**config.mk**
```make
export PLATFORM = sky130hd
export DESIGN_NAME = sync_length_crc16_frame_receiver
export DESIGN_NICKNAME = d
export VERILOG_FILES = /design/src/rtl/slcr_pkg.sv /design/src/rtl/sync_length_crc16_frame_receiver.sv /design/src/rtl/slcr_in_reg.sv /design/src/rtl/slcr_core.sv /design/src/rtl/slcr_out_reg.sv
export VERILOG_INCLUDE_DIRS = /design/src /design/src/rtl
export SDC_FILE = /design/constraint.sdc
export NUM_CORES = 1
export LEC_CHECK = 0
export BUFFER_PORTS_ARGS = -buffer_cell sky130_fd_sc_hd__buf_2
export CAP_MARGIN = 15
export CORE_ASPECT_RATIO = 0.6
export CORE_MARGIN = 2
export CORE_UTILIZATION = 40
export DETAILED_ROUTE_END_ITERATION = 7
export HOLD_SLACK_MARGIN = 0.1
export MAX_ROUTING_LAYER = met4
export PLACE_DENSITY_LB_ADDON = 0.3
export SLEW_MARGIN = 20
export SYNTH_ARGS = -nofsm -noshare
export SYNTH_HDL_FRONTEND = slang
export SYNTH_SLANG_ARGS = --single-unit
```
**constraint.sdc**
```tcl
create_clock -name clk_i -period 9.2 [get_ports clk_i]
set_clock_uncertainty 0.15 [all_clocks]
set_input_delay 0.92 -clock clk_i [delete_from_list [all_inputs] [get_ports clk_i]]
set_output_delay 0.92 -clock clk_i [all_outputs]
set_load 0.005 [all_outputs]
```
**src/rtl/sync_length_crc16_frame_receiver_defines.svh**
```systemverilog
// assertion macros, clocked on clk_i and quiet while rst_ni is low
`ifndef SYNC_LENGTH_CRC16_FRAME_RECEIVER_DEFINES_SVH
`define SYNC_LENGTH_CRC16_FRAME_RECEIVER_DEFINES_SVH

// same-cycle implication
`define SLCR_ASSERT_NOW(lbl, ante, cons, msg) \
  lbl: assert property (@(posedge clk_i) disable iff (!rst_ni) (ante) |-> (cons)) else $error(msg);

// next-cycle implication
`define SLCR_ASSERT_NEXT(lbl, ante, cons, msg) \
  lbl: assert property (@(posedge clk_i) disable iff (!rst_ni) (ante) |=> (cons)) else $error(msg);

`endif

```
**src/rtl/slcr_pkg.sv**
```systemverilog
`timescale 1ns / 1ps
package slcr_pkg;

  localparam logic [7:0]  SyncByte   = 8'hA5;
  localparam logic [15:0] CrcPoly    = 16'hA001;
  localparam logic [15:0] CrcInit    = 16'hFFFF;
  localparam logic [15:0] CrcXorOut  = 16'hFFFF;
  localparam logic [15:0] MaxLenRst  = 16'd1030;

  typedef enum logic [2:0] {
    PH_HUNT    = 3'd0,
    PH_CMD     = 3'd1,
    PH_LEN_HI  = 3'd2,
    PH_LEN_LO  = 3'd3,
    PH_PAYLOAD = 3'd4,
    PH_CRC_HI  = 3'd5,
    PH_CRC_LO  = 3'd6
  } phase_e;

  typedef enum logic [1:0] {
    KIND_DATA     = 2'd0,
    KIND_GOOD     = 2'd1,
    KIND_BAD_CRC  = 2'd2,
    KIND_TOO_LONG = 2'd3
  } kind_e;

  typedef struct packed {
    kind_e       kind;
    logic [7:0]  command;
    logic [7:0]  data_byte;
    logic [15:0] byte_offset;
    logic [15:0] frame_length;
  } res_t;

  function automatic logic [15:0] crc_feed(input logic [15:0] crc_in, input logic [7:0] b);
    logic [15:0] c;
    c = crc_in ^ {8'h00, b};
    for (int i = 0; i < 8; i++) begin
      if (c[0]) begin
        c = (c >> 1) ^ CrcPoly;
      end else begin
        c = c >> 1;
      end
    end
    return c;
  endfunction

endpackage

```
**src/rtl/sync_length_crc16_frame_receiver.sv**
```systemverilog
// sync/length framed byte receiver with crc-16/usb check
// input channel: rx_valid_i / rx_ready_o carry one received byte per item
// output channel: out_valid_o / out_ready_i carry at most one item per byte:
//   a payload byte with its offset, frame good, crc error or frame too long
// cfg_we_i writes cfg_wdata_i into the maximum payload length register
// a byte's result enters the output register once that register is free
// throughput: one byte per cycle unless the output stalls, set by the single
//   pass from the input register through the phase and crc logic into the
//   output register
// reset: hunting for the sync byte, crc preset, maximum length 1030,
//   both registers empty
// a stalled receiver holds the result; the input register still takes one
//   more byte, then ready drops until the result is taken
`timescale 1ns / 1ps
module sync_length_crc16_frame_receiver (
  input  logic        clk_i,
  input  logic        rst_ni,
  input  logic        rx_valid_i,
  output logic        rx_ready_o,
  input  logic [7:0]  rx_byte_i,
  input  logic        cfg_we_i,
  input  logic [15:0] cfg_wdata_i,
  output logic        out_valid_o,
  input  logic        out_ready_i,
  output logic [1:0]  out_kind_o,
  output logic [7:0]  command_o,
  output logic [7:0]  data_byte_o,
  output logic [15:0] byte_offset_o,
  output logic [15:0] frame_length_o
);
  import slcr_pkg::*;

  logic        in_valid;
  logic [7:0]  in_byte;
  logic        out_free;
  logic        fire;
  logic        res_valid;
  res_t        res;
  res_t        out_res;
  logic [15:0] max_len_q;

  assign fire = in_valid && out_free;

  always_ff @(posedge clk_i or negedge rst_ni) begin
    if (!rst_ni) begin
      max_len_q <= MaxLenRst;
    end else if (cfg_we_i) begin
      max_len_q <= cfg_wdata_i;
    end
  end

  slcr_in_reg u_in_reg (
    .clk_i   (clk_i),
    .rst_ni  (rst_ni),
    .valid_i (rx_valid_i),
    .ready_o (rx_ready_o),
    .byte_i  (rx_byte_i),
    .take_i  (fire),
    .valid_o (in_valid),
    .byte_o  (in_byte)
  );

  slcr_core u_core (
    .clk_i       (clk_i),
    .rst_ni      (rst_ni),
    .fire_i      (fire),
    .byte_i      (in_byte),
    .max_len_i   (max_len_q),
    .res_valid_o (res_valid),
    .res_o       (res)
  );

  slcr_out_reg u_out_reg (
    .clk_i   (clk_i),
    .rst_ni  (rst_ni),
    .load_i  (fire && res_valid),
    .res_i   (res),
    .free_o  (out_free),
    .valid_o (out_valid_o),
    .ready_i (out_ready_i),
    .res_o   (out_res)
  );

  assign out_kind_o     = out_res.kind;
  assign command_o      = out_res.command;
  assign data_byte_o    = out_res.data_byte;
  assign byte_offset_o  = out_res.byte_offset;
  assign frame_length_o = out_res.frame_length;

endmodule

```
**src/rtl/slcr_in_reg.sv**
```systemverilog
`timescale 1ns / 1ps
module slcr_in_reg (
  input  logic       clk_i,
  input  logic       rst_ni,
  input  logic       valid_i,
  output logic       ready_o,
  input  logic [7:0] byte_i,
  input  logic       take_i,
  output logic       valid_o,
  output logic [7:0] byte_o
);
  import slcr_pkg::*;

  logic       valid_q;
  logic [7:0] byte_q;

  assign ready_o = !valid_q || take_i;
  assign valid_o = valid_q;
  assign byte_o  = byte_q;

  always_ff @(posedge clk_i or negedge rst_ni) begin
    if (!rst_ni) begin
      valid_q <= 1'b0;
    end else if (ready_o) begin
      valid_q <= valid_i;
    end
  end

  always_ff @(posedge clk_i) begin
    if (valid_i && ready_o) begin
      byte_q <= byte_i;
    end
  end

endmodule

```
**src/rtl/slcr_core.sv**
```systemverilog
`timescale 1ns / 1ps
`include "sync_length_crc16_frame_receiver_defines.svh"
module slcr_core (
  input  logic           clk_i,
  input  logic           rst_ni,
  input  logic           fire_i,
  input  logic [7:0]     byte_i,
  input  logic [15:0]    max_len_i,
  output logic           res_valid_o,
  output slcr_pkg::res_t res_o
);
  import slcr_pkg::*;

  phase_e      phase_q, phase_d;
  logic [7:0]  cmd_q, cmd_d;
  logic [15:0] len_q, len_d;
  logic [15:0] cnt_q, cnt_d;
  logic [15:0] crc_q, crc_d;
  logic [7:0]  crc_hi_q, crc_hi_d;

  logic [15:0] crc_fed;
  logic [15:0] len_full;
  logic [15:0] cnt_inc;

  assign crc_fed  = crc_feed(crc_q, byte_i);
  assign len_full = {len_q[15:8], byte_i};
  assign cnt_inc  = cnt_q + 16'd1;

  // next state
  always_comb begin
    phase_d  = phase_q;
    cmd_d    = cmd_q;
    len_d    = len_q;
    cnt_d    = cnt_q;
    crc_d    = crc_q;
    crc_hi_d = crc_hi_q;
    unique case (phase_q)
      PH_CMD: begin
        cmd_d   = byte_i;
        crc_d   = crc_fed;
        phase_d = PH_LEN_HI;
      end
      PH_LEN_HI: begin
        len_d   = {byte_i, 8'h00};
        crc_d   = crc_fed;
        phase_d = PH_LEN_LO;
      end
      PH_LEN_LO: begin
        len_d = len_full;
        crc_d = crc_fed;
        cnt_d = '0;
        if (len_full > max_len_i) begin
          phase_d = PH_HUNT;
        end else if (len_full == '0) begin
          phase_d = PH_CRC_HI;
        end else begin
          phase_d = PH_PAYLOAD;
        end
      end
      PH_PAYLOAD: begin
        crc_d = crc_fed;
        cnt_d = cnt_inc;
        if (cnt_inc == len_q) begin
          phase_d = PH_CRC_HI;
        end
      end
      PH_CRC_HI: begin
        crc_hi_d = byte_i;
        phase_d  = PH_CRC_LO;
      end
      PH_CRC_LO: begin
        phase_d = PH_HUNT;
      end
      default: begin
        if (byte_i == SyncByte) begin
          crc_d   = CrcInit;
          phase_d = PH_CMD;
        end else begin
          phase_d = PH_HUNT;
        end
      end
    endcase
  end

  // result
  always_comb begin
    res_valid_o        = 1'b0;
    res_o.kind         = KIND_DATA;
    res_o.command      = cmd_q;
    res_o.data_byte    = '0;
    res_o.byte_offset  = '0;
    res_o.frame_length = len_q;
    unique case (phase_q)
      PH_LEN_LO: begin
        res_o.frame_length = len_full;
        if (len_full > max_len_i) begin
          res_valid_o = 1'b1;
          res_o.kind  = KIND_TOO_LONG;
        end
      end
      PH_PAYLOAD: begin
        res_valid_o       = 1'b1;
        res_o.kind        = KIND_DATA;
        res_o.data_byte   = byte_i;
        res_o.byte_offset = cnt_q;
      end
      PH_CRC_LO: begin
        res_valid_o = 1'b1;
        if ({crc_hi_q, byte_i} == (crc_q ^ CrcXorOut)) begin
          res_o.kind = KIND_GOOD;
        end else begin
          res_o.kind = KIND_BAD_CRC;
        end
      end
      default: begin
        res_valid_o = 1'b0;
      end
    endcase
  end

  always_ff @(posedge clk_i or negedge rst_ni) begin
    if (!rst_ni) begin
      phase_q  <= PH_HUNT;
      cmd_q    <= '0;
      len_q    <= '0;
      cnt_q    <= '0;
      crc_q    <= CrcInit;
      crc_hi_q <= '0;
    end else if (fire_i) begin
      phase_q  <= phase_d;
      cmd_q    <= cmd_d;
      len_q    <= len_d;
      cnt_q    <= cnt_d;
      crc_q    <= crc_d;
      crc_hi_q <= crc_hi_d;
    end
  end

  `SLCR_ASSERT_NOW(a_count_below_len, phase_q == PH_PAYLOAD, cnt_q < len_q,
                   "payload count reached declared length")
  `SLCR_ASSERT_NOW(a_offset_in_frame, res_valid_o && res_o.kind == KIND_DATA,
                   res_o.byte_offset < res_o.frame_length, "payload offset outside frame")
  `SLCR_ASSERT_NOW(a_status_clean, res_valid_o && res_o.kind != KIND_DATA,
                   res_o.data_byte == '0 && res_o.byte_offset == '0,
                   "status item carries payload fields")
  `SLCR_ASSERT_NEXT(a_status_hunts, fire_i && res_valid_o && res_o.kind != KIND_DATA,
                    phase_q == PH_HUNT, "no return to hunting after frame end")

endmodule

```
**src/rtl/slcr_out_reg.sv**
```systemverilog
`timescale 1ns / 1ps
module slcr_out_reg (
  input  logic           clk_i,
  input  logic           rst_ni,
  input  logic           load_i,
  input  slcr_pkg::res_t res_i,
  output logic           free_o,
  output logic           valid_o,
  input  logic           ready_i,
  output slcr_pkg::res_t res_o
);
  import slcr_pkg::*;

  logic valid_q;
  res_t res_q;

  assign free_o  = !valid_q || ready_i;
  assign valid_o = valid_q;
  assign res_o   = res_q;

  always_ff @(posedge clk_i or negedge rst_ni) begin
    if (!rst_ni) begin
      valid_q <= 1'b0;
    end else if (load_i) begin
      valid_q <= 1'b1;
    end else if (ready_i) begin
      valid_q <= 1'b0;
    end
  end

  always_ff @(posedge clk_i) begin
    if (load_i) begin
      res_q <= res_i;
    end
  end

endmodule
```
==> out/summary.md, run 1 <==
The total power density per cell area works out to 320.5 mW/mm^2. In this run, CTS created clock tree buffers numbering 17. The share of flip-flops with an asynchronous set or reset was 0.5944; the number of nets still failing antenna checks after routing was 0. The congestion estimate from routability-driven global placement came to 0.8971. From left edge to right edge, the die measures 172.4 um. The fraction of the yosys area taken by sequential cells is 0.5722. The max-slew violation count is 0, and the non-filler instance count after layout is 891. From bottom edge to top edge, the die measures 105.0 um. The run gives 0.2657 as the met2 demand-to-capacity share in global routing. The type of the worst min-delay path is in2async. The tools report the root cell of the clock tree as clkbuf_16.

On the final layout, the worst hold slack is 0.2491 ns. Across the run, the number of max-cap violations was 0. Setup violations remaining at the end of the flow were counted as 0. The clock passes through at most 2 buffers.

The die outline area was 0.01810 sq mm; the maximum frequency from static timing analysis was 305.1 MHz. The total via count after detailed routing was 4993. The post-synthesis cell count was 582; the total routed wirelength was 17.03 mm. The routed length per placed instance was 19.11 um; the residual DRC count was 0.

The post-detailed-route via-to-cell ratio is 5.604, and the number of fillers in the final layout is 1455. The count of buffers added on input and output ports is 80. The number of enable-type register cells in the synthesized netlist is 58, and the number of antenna cells inserted is 0. The distinct cell type count after synthesis is 58.

The number of antenna violations at the first check in global routing is 0, and the count of state elements after synthesis is 143. The run finished with clean final reports. The area growth from synthesis to final layout is 17.03%. The combined global-route utilization of all metal layers came out at 0.2007. STA classifies the critical path endpoint as a register. The total instance count after detailed placement is 859, and the number of rows created at floorplan is 36. Once detailed placement completed, the half-perimeter wirelength came to 11.54 mm. The required time at the endpoint of the critical path was 9.10 ns; the initial core utilization was 0.4138.

Post-CTS repair changed the size of 0 cells. The post-route fraction of the period consumed by the critical path is 0.3562, and the worst-case reg-to-reg path depth is 10. For the number of hold buffers added after CTS, the log shows 0. Setup repair after global routing left no endpoint under its margin.

Along the worst path, the maximum fanout reaches 50. For the synthesized netlist net count, the log shows 628. The first detailed-routing pass took 5 iterations. The endpoint identified for the worst register-to-register timing path is u_out_reg.res_o[32]$_SDFFCE_PN0P_. The top flip-flop cell by instance count after synthesis is dfrtp_1.

The tools report the end of the critical path as u_out_reg.res_o[32]$_SDFFCE_PN0P_. The smallest clock period supported by the final layout is computed as 3.277 ns. The first global-routing pass estimated 26.88 mm of wire.

Data on the critical path arrives at its endpoint at 3.18 ns. After global routing the overflow that remains totals 0. The fraction of final layout cells with drive strength greater than 1 was 0.2594; the static leakage was 0.003352 uW. STA classifies the critical path startpoint as a register. The clock reaches the later pin of the worst-skew pair after 0.42 ns. Clock-pin slew reported for the worst setup and hold paths after clock tree synthesis: 0.06 ns.

The register-to-register path setup slack came out at 5.92 ns. Mean instance size in the synthesized netlist: 11.69 sq um. Entering global routing, the biggest net connects 66 pins. The clock drives 143 sinks. Most common cell after layout, fill and taps aside: buf_2. The global routing usage on met3 is 0.04811, and the accumulated negative setup slack is 0 ns. Critical path launch point: u_in_reg.byte_o[0]$_DFFE_PP_. Post-CTS timing repair inserted 0 buffers for setup. During synthesis, Yosys emitted a total of 0 warnings. Area of the core: 0.01644 sq mm. In the final design database the tool counted 696 nets. The met1 usage in global routing came out at 0.3090.

TritonCTS built the clock tree. For the pin with the worst max-slew slack, the measured transition is 1.106 ns. The logs give 0.2573 for the normalized max-slew margin and 0.006803 sq mm for the summed instance area of the synthesized netlist. Category of the critical setup timing path: reg2reg. The library cells used most frequently in the layout, excluding fill and tap cells, are buf_2 (79), dfrtp_1 (66), edfxtp_1 (58). The number of design-rule violations left by the first detailed-router iteration is 490. CTS built an H-tree with a depth of 4.

The logs give 81 for the number of top-level design ports and 2552 uW for the post-layout total power. The run gives 0.0001748 V as the worst supply voltage drop on vdd. The run gives 0 as the total count of hold-check failures in the final report. The tools report the launch point of the worst reg-to-reg path as u_in_reg.byte_o[0]$_DFFE_PP_. The via count of the first global-routing pass came out at 4844. met1 is the most crowded layer.
==> worst max-delay path: stages, from the launching register on <==
cell and delay, ns:
edfxtp_1 0.48, inv_1 0.21, ha_1 0.25, nor2b_1 0.12
o211ai_1 0.11, a2111o_1 0.38, o211ai_1 0.10, o41ai_1 0.19
o21a_1 0.26, nor2_4 0.07, buf_4 0.51
==> sequential cells by signal (all words and copies together) (netlist names), 8 cells and up <==
name	cells
u_core.crc_hi_q	8
max_len_q	16
u_core.crc_q	16
u_out_reg.res_o	50
u_core.len_q	16
u_in_reg.byte_o	8
u_core.cnt_q	16
u_core.cmd_q	8
==> per-layer routing <==
layer	routed length (um)	up-vias
met2	7092	204
met1	8542	2503
met4	153	0
li1	-	2270
met5	0	-
met3	1236	16
==> how the worst min path moves through the flow <==
stage / startpoint / endpoint / slack, ns / cells past startpoint
final: rst_ni / max_len_q[13]$_DFFE_PN0P_ / 0.25 / 1
after global routing: rst_ni / max_len_q[13]$_DFFE_PN0P_ / 0.25 / 1
after CTS: rst_ni / max_len_q[13]$_DFFE_PN0P_ / 0.25 / 1
after detailed placement: u_core.cmd_q[1]$_DFFE_PN0P_ / u_out_reg.res_o[41]$_DFFE_PP_ / 0.28 / 0
after global placement: u_core.cmd_q[2]$_DFFE_PN0P_ / u_out_reg.res_o[42]$_DFFE_PP_ / 0.28 / 0
after floorplan: u_core.cmd_q[1]$_DFFE_PN0P_ / u_out_reg.res_o[41]$_DFFE_PP_ / 0.27 / 0
==> cells in the mapped netlist, drive strengths merged, types with 17 or more instances <==
master / n / share of area
nand2: 42 / 0.023
ha: 17 / 0.031
edfxtp: 58 / 0.26
clkbuf: 26 / 0.014
dfstp: 19 / 0.073
o21ai: 49 / 0.036
nor2: 30 / 0.017
mux2: 29 / 0.048
dfrtp: 66 / 0.24
xnor2: 28 / 0.036
and3: 26 / 0.024
xor2: 22 / 0.028
inv: 22 / 0.012
==> layout make-up <==
class	count	area, sq um	share of cell area
Clock buffer	17	425.4	0.05343
Clock inverter	15	161.4	0.02027
Inverter	22	82.58	0.01037
Multi-Input combinational cell	383	2689	0.3377
Sequential cell	143	3892	0.4889
Tap cell	228	285.3	0.03583
Timing Repair Buffer	83	425.4	0.05343
==> per-stage QoR <==
| step | cell area (sq um) | util | setup WS (ns) |
|---|---|---|---|
| 2_1_floorplan | 6803 | - | 4.698 |
| 3_5_place_dp | 7375 | 0.4486 | 5.932 |
| 5_1_grt | 7961 | 0.4842 | 5.718 |
| 6_report | 7961 | 0.4842 | 5.923 |
| 4_1_cts | 7961 | 0.4842 | 5.902 |
| 3_3_place_gp | 7375 | 0.4486 | 6.039 |
==> where the power goes <==
part	switching, uW	total, uW	internal [uW]
registers	171	1060	893
clock network	286	689	404
logic	448	798	350
total	905	2550	1650
==> logic make-up after synthesis <==
group,synth area share
flops,0.5722
buf+inv,0.03402
mux,0.05095
simple gates,0.1308
xor+xnor,0.06437
compound gates,0.1164
fa+ha+maj,0.03127
Power figures use the tool's default switching activity.
==> inputs of run 2 (changes only) <==
clock period = 3 ns   (was 9.2 ns; I/O delays follow)
==> run 2 against run 1 <==
  * Critical endpoint is now u_out_reg.res_o[49]$_DFFE_PP_
  * Via count rose by 0.74%
  * Hold slack lost 0.079 ns
  * Critical path depth fell by 1
  * Clock-buffer cell count rose by 7
  * Utilization is 2.9 points higher
  * Sequential power rose to 3.0 times the previous value
  * Sequential cell count is the same
  * Die area unchanged
  * Sequential share of layout area decreased by 2.7 points
  * First-iteration DRC count grew 12%
  * Global-route usage about the same
  * Fmax up 13%
  * Largest cell class unchanged
==> out/summary.md, run 2 (synthesized netlist as in run 1, its figures left out) <==
The total power density per cell area works out to 943.9 mW/mm^2 (was 320.5 mW/mm^2). The area of the core was 0.01644 sq mm (unchanged). The tools report the combined global-route utilization of all metal layers as 0.2008 (was 0.2007).

The worst supply voltage drop on vdd is 0.0004321 V (was 0.0001748 V). The root cell of the clock tree was clkbuf_16 (unchanged). The run gives 0 (unchanged) as the number of nets still failing antenna checks after routing.

The transition at the pin with the smallest max-transition slack is 0.6156 ns (was 1.106 ns), and the worst hold slack is 0.1700 ns (was 0.2491 ns). The run gives 0 (unchanged) as the total of max-cap violations. The type of the worst min-delay path was in2async (unchanged). The flip-flop count of the largest register, all copies and words added is 50 (unchanged). The run gives 0.5886 (was 0.2573) as the normalized max-slew margin. The clock-pin slew reported for the worst setup and hold paths after clock tree synthesis came out at 0.06 ns (about the same). The tools report the total via count after detailed routing as 5030 (was 4993). The required time at the endpoint of the critical path is 2.94 ns (was 9.10 ns). The data arrival time of the critical path came out at 2.83 ns (was 3.18 ns). The die height is 105.0 um (unchanged), and the post-route fraction of the period consumed by the critical path is 0.9625 (was 0.3562). The tools report the clock tree buffer depth as 2 (unchanged). The residual DRC count was 0 (unchanged). The flow ran to the end, and the final reports show no timing, DRC or antenna violations. The end of the critical path was u_out_reg.res_o[49]$_DFFE_PP_ (was u_out_reg.res_o[32]$_SDFFCE_PN0P_). The die outline area is 0.01810 sq mm (unchanged), and the number of top-level design ports is 81 (unchanged). The logs give 0 (unchanged) for the number of antenna cells inserted and 0.41 ns (was 0.42 ns) for the clock latency of the later-clocked register in the worst-skew pair. The area growth from synthesis to final layout works out to 23.93% (was 17.03%). Accumulated negative setup slack: 0 ns (unchanged). The number of design-rule violations left by the first detailed-router iteration is 548 (was 490), and the final-stage net count is 741 (was 696). The overall overflow remaining after global route came out at 0 (unchanged).

Most common cell after layout, fill and taps aside: buf_2 (unchanged). The post-detailed-route via-to-cell ratio works out to 5.374 (was 5.604). The tools report the final count of negative-setup-slack endpoints as 0 (unchanged). The routability congestion estimate came out at 0.9077 (was 0.8971). For the post-CTS setup buffer count, the log shows 0 (unchanged). The type of element launching the critical path was a register (unchanged). The run gives 4 (unchanged) as the number of levels the H-tree was split into.

The fraction of final layout cells with drive strength greater than 1 was 0.2698 (was 0.2594); the count of buffers from port buffering was 80 (unchanged). For the number of search-and-repair iterations in the first detailed-routing pass, the log shows 5 (unchanged). The static leakage is 0.003572 uW (was 0.003352 uW).

Setup repair after global routing left no endpoint under its margin. The worst-case reg-to-reg path depth came out at 9 (was 10). The maximum frequency from static timing analysis was 346.3 MHz (was 305.1 MHz). The maximum net fanout on the critical path works out to 45 (was 50).

Commonest cells after routing, fill and taps aside: buf_2 (79), dfrtp_1 (66), edfxtp_1 (58) (unchanged). The run gives 143 (unchanged) as the sink count of the clock tree. The largest net degree at the start of global routing was 68 (was 66). For the initial core utilization, the log shows 0.4138 (unchanged). The logs give 4962 (was 4844) for the via count of the first global-routing pass and 0.11 ns (was 5.92 ns) for the register-to-register path setup slack. TritonCTS built the clock tree.

The shortest period the worst path allows came out at 2.888 ns (was 3.277 ns). The max-slew violation count is 0 (unchanged). The sum of net half-perimeters after detailed placement came out at 12.04 mm (was 11.54 mm). The run gives 0 (unchanged) as the number of antenna violations at the first check in global routing. The global-route wire length before repair was 26.88 mm (unchanged). The number of fillers in the final layout is 1421 (was 1455), and the number of buffers created by CTS is 17 (unchanged). The launch point of the worst reg-to-reg path is max_len_q[10]$_DFFE_PN1P_ (was u_in_reg.byte_o[0]$_DFFE_PP_).

Kind of end point of the critical path: a register (unchanged). The category of the critical setup timing path was reg2reg (unchanged). The endpoint of the worst-slack reg-to-reg timing path is u_out_reg.res_o[49]$_DFFE_PP_ (was u_out_reg.res_o[32]$_SDFFCE_PN0P_).

The routed length per placed instance is 18.40 um (was 19.11 um), and the number of rows created at floorplan is 36 (unchanged). The total count of hold-check failures in the final report was 0 (unchanged); the width of the die was 172.4 um (unchanged). For the total routed wirelength, the log shows 17.23 mm (was 17.03 mm). Critical path launch point: max_len_q[10]$_DFFE_PN1P_ (was u_in_reg.byte_o[0]$_DFFE_PP_).
run 2: changes by cell type in the layout (fill, tap and decap cells not counted), moves of 2 or more:
cell	previous run	this run
dlygate4sd3_1	0	26
buf_4	4	21
clkbuf_16	17	21
clkinv_2	4	1
buf_12	0	2
bufinv_16	2	0
clkbuf_1	0	2
run 2: worst min-delay path by stage:
stage	start	endpoint	slack (ns)	depth (start not counted)
after floorplan	rst_ni	max_len_q[0]$_DFFE_PN0P_	-0.15	0
after global placement	rst_ni	u_core.cmd_q[7]$_DFFE_PN0P_	0.05	1
after detailed placement	rst_ni	u_core.cmd_q[6]$_DFFE_PN0P_	0.06	1
after CTS	rst_ni	u_core.cmd_q[6]$_DFFE_PN0P_	0.17	2
after global routing	rst_ni	u_core.cnt_q[14]$_DFFE_PN0P_	0.19	2
final	rst_ni	u_core.cmd_q[6]$_DFFE_PN0P_	0.17	2
run 2: area by class of cell:
| class | instances | area [sq um] | area share |
|---|---|---|---|
| flip-flops and latches | 143 | 3892 | 0.4617 |
| multi-input cells | 383 | 2706 | 0.3210 |
| repair buffers | 128 | 853.3 | 0.1012 |
| clock buffers | 24 | 546.8 | 0.06486 |
| well taps | 228 | 285.3 | 0.03384 |
| inverters | 22 | 82.58 | 0.009795 |
| clock inverters | 8 | 63.81 | 0.007569 |
run 2: where the power goes:
group	internal (uW)	switching, uW	total [uW]	leakage (uW)
logic	1200	1480	2690	0.00168
clock network	1290	828	2120	0.000302
registers	2740	411	3150	0.00159
total	5230	2720	7960	0.00357
run 2: metrics by stage:
| stage | util | cells | power, uW | area [sq um] | worst slack [ns] |
|---|---|---|---|---|---|
| final | 0.5128 | 936 | 7958 | 8431 | 0.1124 |
| after global routing | 0.5128 | 936 | 8423 | 8431 | 0.03644 |
| after floorplan | - | 582 | 4924 | 6830 | -0.1095 |
| after global placement | 0.4598 | 878 | 5723 | 7560 | 0.2613 |
| after CTS | 0.5128 | 936 | 7974 | 8431 | 0.1216 |
| after detailed placement | 0.4598 | 878 | 5798 | 7560 | 0.1226 |
run 2: timing repair:
item / 4_1_cts / 5_1_grt
hold buffers: 26 / 0
endpoints found under the hold margin: 91 / 0
resized for setup: 0 / 0
run 2: per-layer routing:
layer	vias to the layer above	wire [um]	GRT usage
li1	2356	-	-
met1	2452	8607	0.3041
met2	210	7188	0.2737
met3	12	1283	0.03636
met4	0	146	0.05522
met5	-	0	-
run 2: worst max-delay path, cell delays in order, from the launching register on:
cell	delay [ns]
dfstp_2	0.53
inv_1	0.05
ha_1	0.31
nand4_1	0.19
a2111o_1	0.38
o211ai_1	0.12
o41ai_2	0.17
o21a_1	0.25
nor2_4	0.12
buf_12	0.25
==> inputs of run 3 (changes only) <==
MAX_ROUTING_LAYER = default   (was met4)
RECOVER_POWER = 25   (was default)
==> run 3 against run 2 <==
  * First-iteration DRC count up 6.6%
  * Clock-buffer cell count unchanged
  * Via count up 0.70%
  * Worst setup slack about the same
  * Sequential power about the same
==> out/summary.md, run 3 (synthesized netlist as in run 1, its figures left out) <==
Type of the worst min-delay path: in2reg (was in2async). The post-layout total power came out at 7930 uW (was 7958 uW). The number of nets still failing antenna checks after routing is 0 (unchanged), and the total of max-cap violations is 0 (unchanged). The category of the critical setup timing path is reg2reg (unchanged). The tools report the sink count of the clock tree as 143 (unchanged). The number of buffers created by CTS is 17 (unchanged). The switching share of total power works out to 0.3434 (was 0.3423). The number of hold buffers added after CTS came out at 26 (unchanged). Final-stage net count: 741 (unchanged). The cell depth of the worst hold path is 3. CP Cell Sequence: inv_1, ha_1, nand4_1, a2111o_1, o211ai_1, o41ai_2, o21a_1, nor2_4, buf_12 (unchanged). The tools report the number of levels the H-tree was split into as 4 (unchanged). The tools report the largest net degree at the start of global routing as 68 (unchanged). The tools report the worst hold slack as 0.1872 ns (was 0.1700 ns). The maximum net fanout on the critical path came out at 45 (unchanged). The post-place setup slack came out at 0.1226 ns (unchanged). The total count of hold-check failures in the final report was 0 (unchanged); the cell-internal power was 5207 uW (was 5234 uW). Clock-pin slew reported for the worst setup and hold paths after clock tree synthesis: 0.06 ns (about the same).

The tools report the normalized max-slew margin as 0.2532 (was 0.5886). The run gives 0.01644 sq mm (unchanged) as the area of the core. The number of antenna violations at the first check in global routing is 0 (unchanged), and the area growth from synthesis to final layout is 23.43% (was 23.93%). The flip-flop count of the largest register, all copies and words added was 50 (unchanged). The final count of negative-setup-slack endpoints is 0 (unchanged).

Commonest cells after routing, fill and taps aside: buf_2 (77), dfrtp_1 (66), edfxtp_1 (58) (was buf_2 (79), dfrtp_1 (66), edfxtp_1 (58)). Setup repair after global routing left no endpoint under its margin. The post-route fraction of the period consumed by the critical path works out to 0.9626 (was 0.9625). Sum of net half-perimeters after detailed placement: 12.04 mm (unchanged). Via count of the first global-routing pass: 4961 (was 4962). The tools report the static leakage as 0.003544 uW (was 0.003572 uW). The global-route wire length before repair was 26.86 mm (was 26.88 mm). For the worst supply voltage drop on vdd, the log shows 0.0004328 V (was 0.0004321 V).

The root cell of the clock tree was clkbuf_16 (unchanged). Overall overflow remaining after global route: 0 (unchanged). The run gives 2.94 ns (about the same) as the required time at the endpoint of the critical path. The tools report the register-to-register path setup slack as 0.11 ns (about the same). The fraction of final layout cells with drive strength greater than 1 was 0.2585 (was 0.2698); the number of search-and-repair iterations in the first detailed-routing pass was 5 (unchanged). The logs give 0 (unchanged) for the number of gates given a new drive strength after cts and 0.01810 sq mm (unchanged) for the die outline area. Count of buffers from port buffering: 80 (unchanged). Kind of end point of the critical path: a register (unchanged). Number of fillers in the final layout: 1430 (was 1421).

The run finished with clean final reports. The width of the die works out to 172.4 um (unchanged). The run gives 2723 uW (was 2724 uW) as the switching power summed over all nets. TritonCTS built the clock tree. The run gives 81 (unchanged) as the number of top-level design ports. The max-slew violation count was 0 (unchanged); the least setup slack across all paths after layout was 0.1121 ns (was 0.1124 ns). The tools report the total via count after detailed routing as 5065 (was 5030). Cell at the slowest stage of the critical path: dfstp_2 (unchanged). The worst-case reg-to-reg path depth was 9 (unchanged).

The total power density per cell area was 944.4 mW/mm^2 (was 943.9 mW/mm^2). For the fraction of power consumed by combinational cells, the log shows 0.336 (was 0.338). The logs give 36 (unchanged) for the number of rows created at floorplan and 0 (unchanged) for the number of antenna cells inserted. The type of element launching the critical path is a register (unchanged). The final standard cell utilization of the core is 0.5107 (was 0.5128). The tools report the clock latency of the later-clocked register in the worst-skew pair as 0.41 ns (about the same). The tools report the portion of total power attributed to the clock network as 0.267 (was 0.266).

Routability congestion estimate: 0.8927 (was 0.9077). The delay of the slowest cell on the worst path works out to 0.53 ns (about the same). The shortest period the worst path allows is 2.888 ns (about the same). The die height was 105.0 um (unchanged). The post-detailed-route via-to-cell ratio was 5.411 (was 5.374). The portion of total power attributed to sequential cells was 0.398 (was 0.396); the data arrival time of the critical path was 2.83 ns (about the same). The number of design-rule violations left by the first detailed-router iteration came out at 584 (was 548). The tools report the total routed wirelength as 17.25 mm (was 17.23 mm).

The combined global-route utilization of all metal layers was 0.1952 (was 0.2008). The clock tree buffer depth was 2 (unchanged); the transition at the pin with the smallest max-transition slack was 1.120 ns (was 0.6156 ns). The post-CTS setup buffer count came out at 0 (unchanged). The routed length per placed instance was 18.43 um (was 18.40 um); the initial core utilization was 0.4138 (unchanged). The maximum frequency from static timing analysis is 346.3 MHz (about the same), and the residual DRC count is 0 (unchanged). The most common cell after layout, fill and taps aside is buf_2 (unchanged).
run 3: final cells by class:
class / count / area (sq um) / share of cell area
Clock inverter: 8 / 63.81 / 0.007599
Sequential cell: 143 / 3892 / 0.4636
Timing Repair Buffer: 128 / 819.5 / 0.09760
Inverter: 22 / 82.58 / 0.009835
Tap cell: 228 / 285.3 / 0.03397
Clock buffer: 24 / 546.8 / 0.06512
Multi-Input combinational cell: 383 / 2706 / 0.3223
run 3: metrics by stage:
step | setup TNS (ns) | std cells | instance area, sq um
2_1_floorplan | -5.477 | 582 | 6830
5_1_grt | 0 | 936 | 8397
3_5_place_dp | 0 | 878 | 7560
3_3_place_gp | 0 | 878 | 7560
4_1_cts | 0 | 936 | 8431
6_report | 0 | 936 | 8397
run 3: path summary, 6_finish.rpt:
path | start | endpoint
setup / recovery | max_len_q[10]$_DFFE_PN1P_ | u_out_reg.res_o[49]$_DFFE_PP_
min in group asynchronous | rst_ni | u_core.cmd_q[6]$_DFFE_PN0P_
max in group asynchronous | rst_ni | u_core.crc_hi_q[3]$_DFFE_PN0P_
hold / removal | out_ready_i | u_out_reg.valid_o$_DFFE_PN0P_
setup reg to reg | max_len_q[10]$_DFFE_PN1P_ | u_out_reg.res_o[49]$_DFFE_PP_
hold reg to reg | u_core.cmd_q[7]$_DFFE_PN0P_ | u_out_reg.res_o[47]$_DFFE_PP_
run 3: power groups by stage:
stage	clock network, uW	logic [uW]	registers (uW)
final	2120	2660	3150
after CTS	2150	2680	3140
after detailed placement	0	2620	3170
after global routing	2240	2940	3210
after global placement	0	2570	3150
after floorplan	0	1850	3070
run 3: critical path: cells and delay by family, from the launching register on:
kind | cells | cell delay, ns
adder cells (fa/ha/maj) | 1 | 0.31
AO/OA/AOI/OAI | 4 | 0.93
buffers and inverters | 2 | 0.30
flip-flops | 1 | 0.53
AND/OR/NAND/NOR | 2 | 0.31
run 3: routing by layer:
layer | part of all wire | vias up | global-route usage | wire, um
li1 | - | 2361 | - | -
met1 | 0.49 | 2490 | 0.3039 | 8520
met2 | 0.42 | 202 | 0.2740 | 7314
met3 | 0.074 | 12 | 0.03750 | 1279
met4 | 0.0079 | 0 | 0.05342 | 137
met5 | 0 | - | 0 | 0
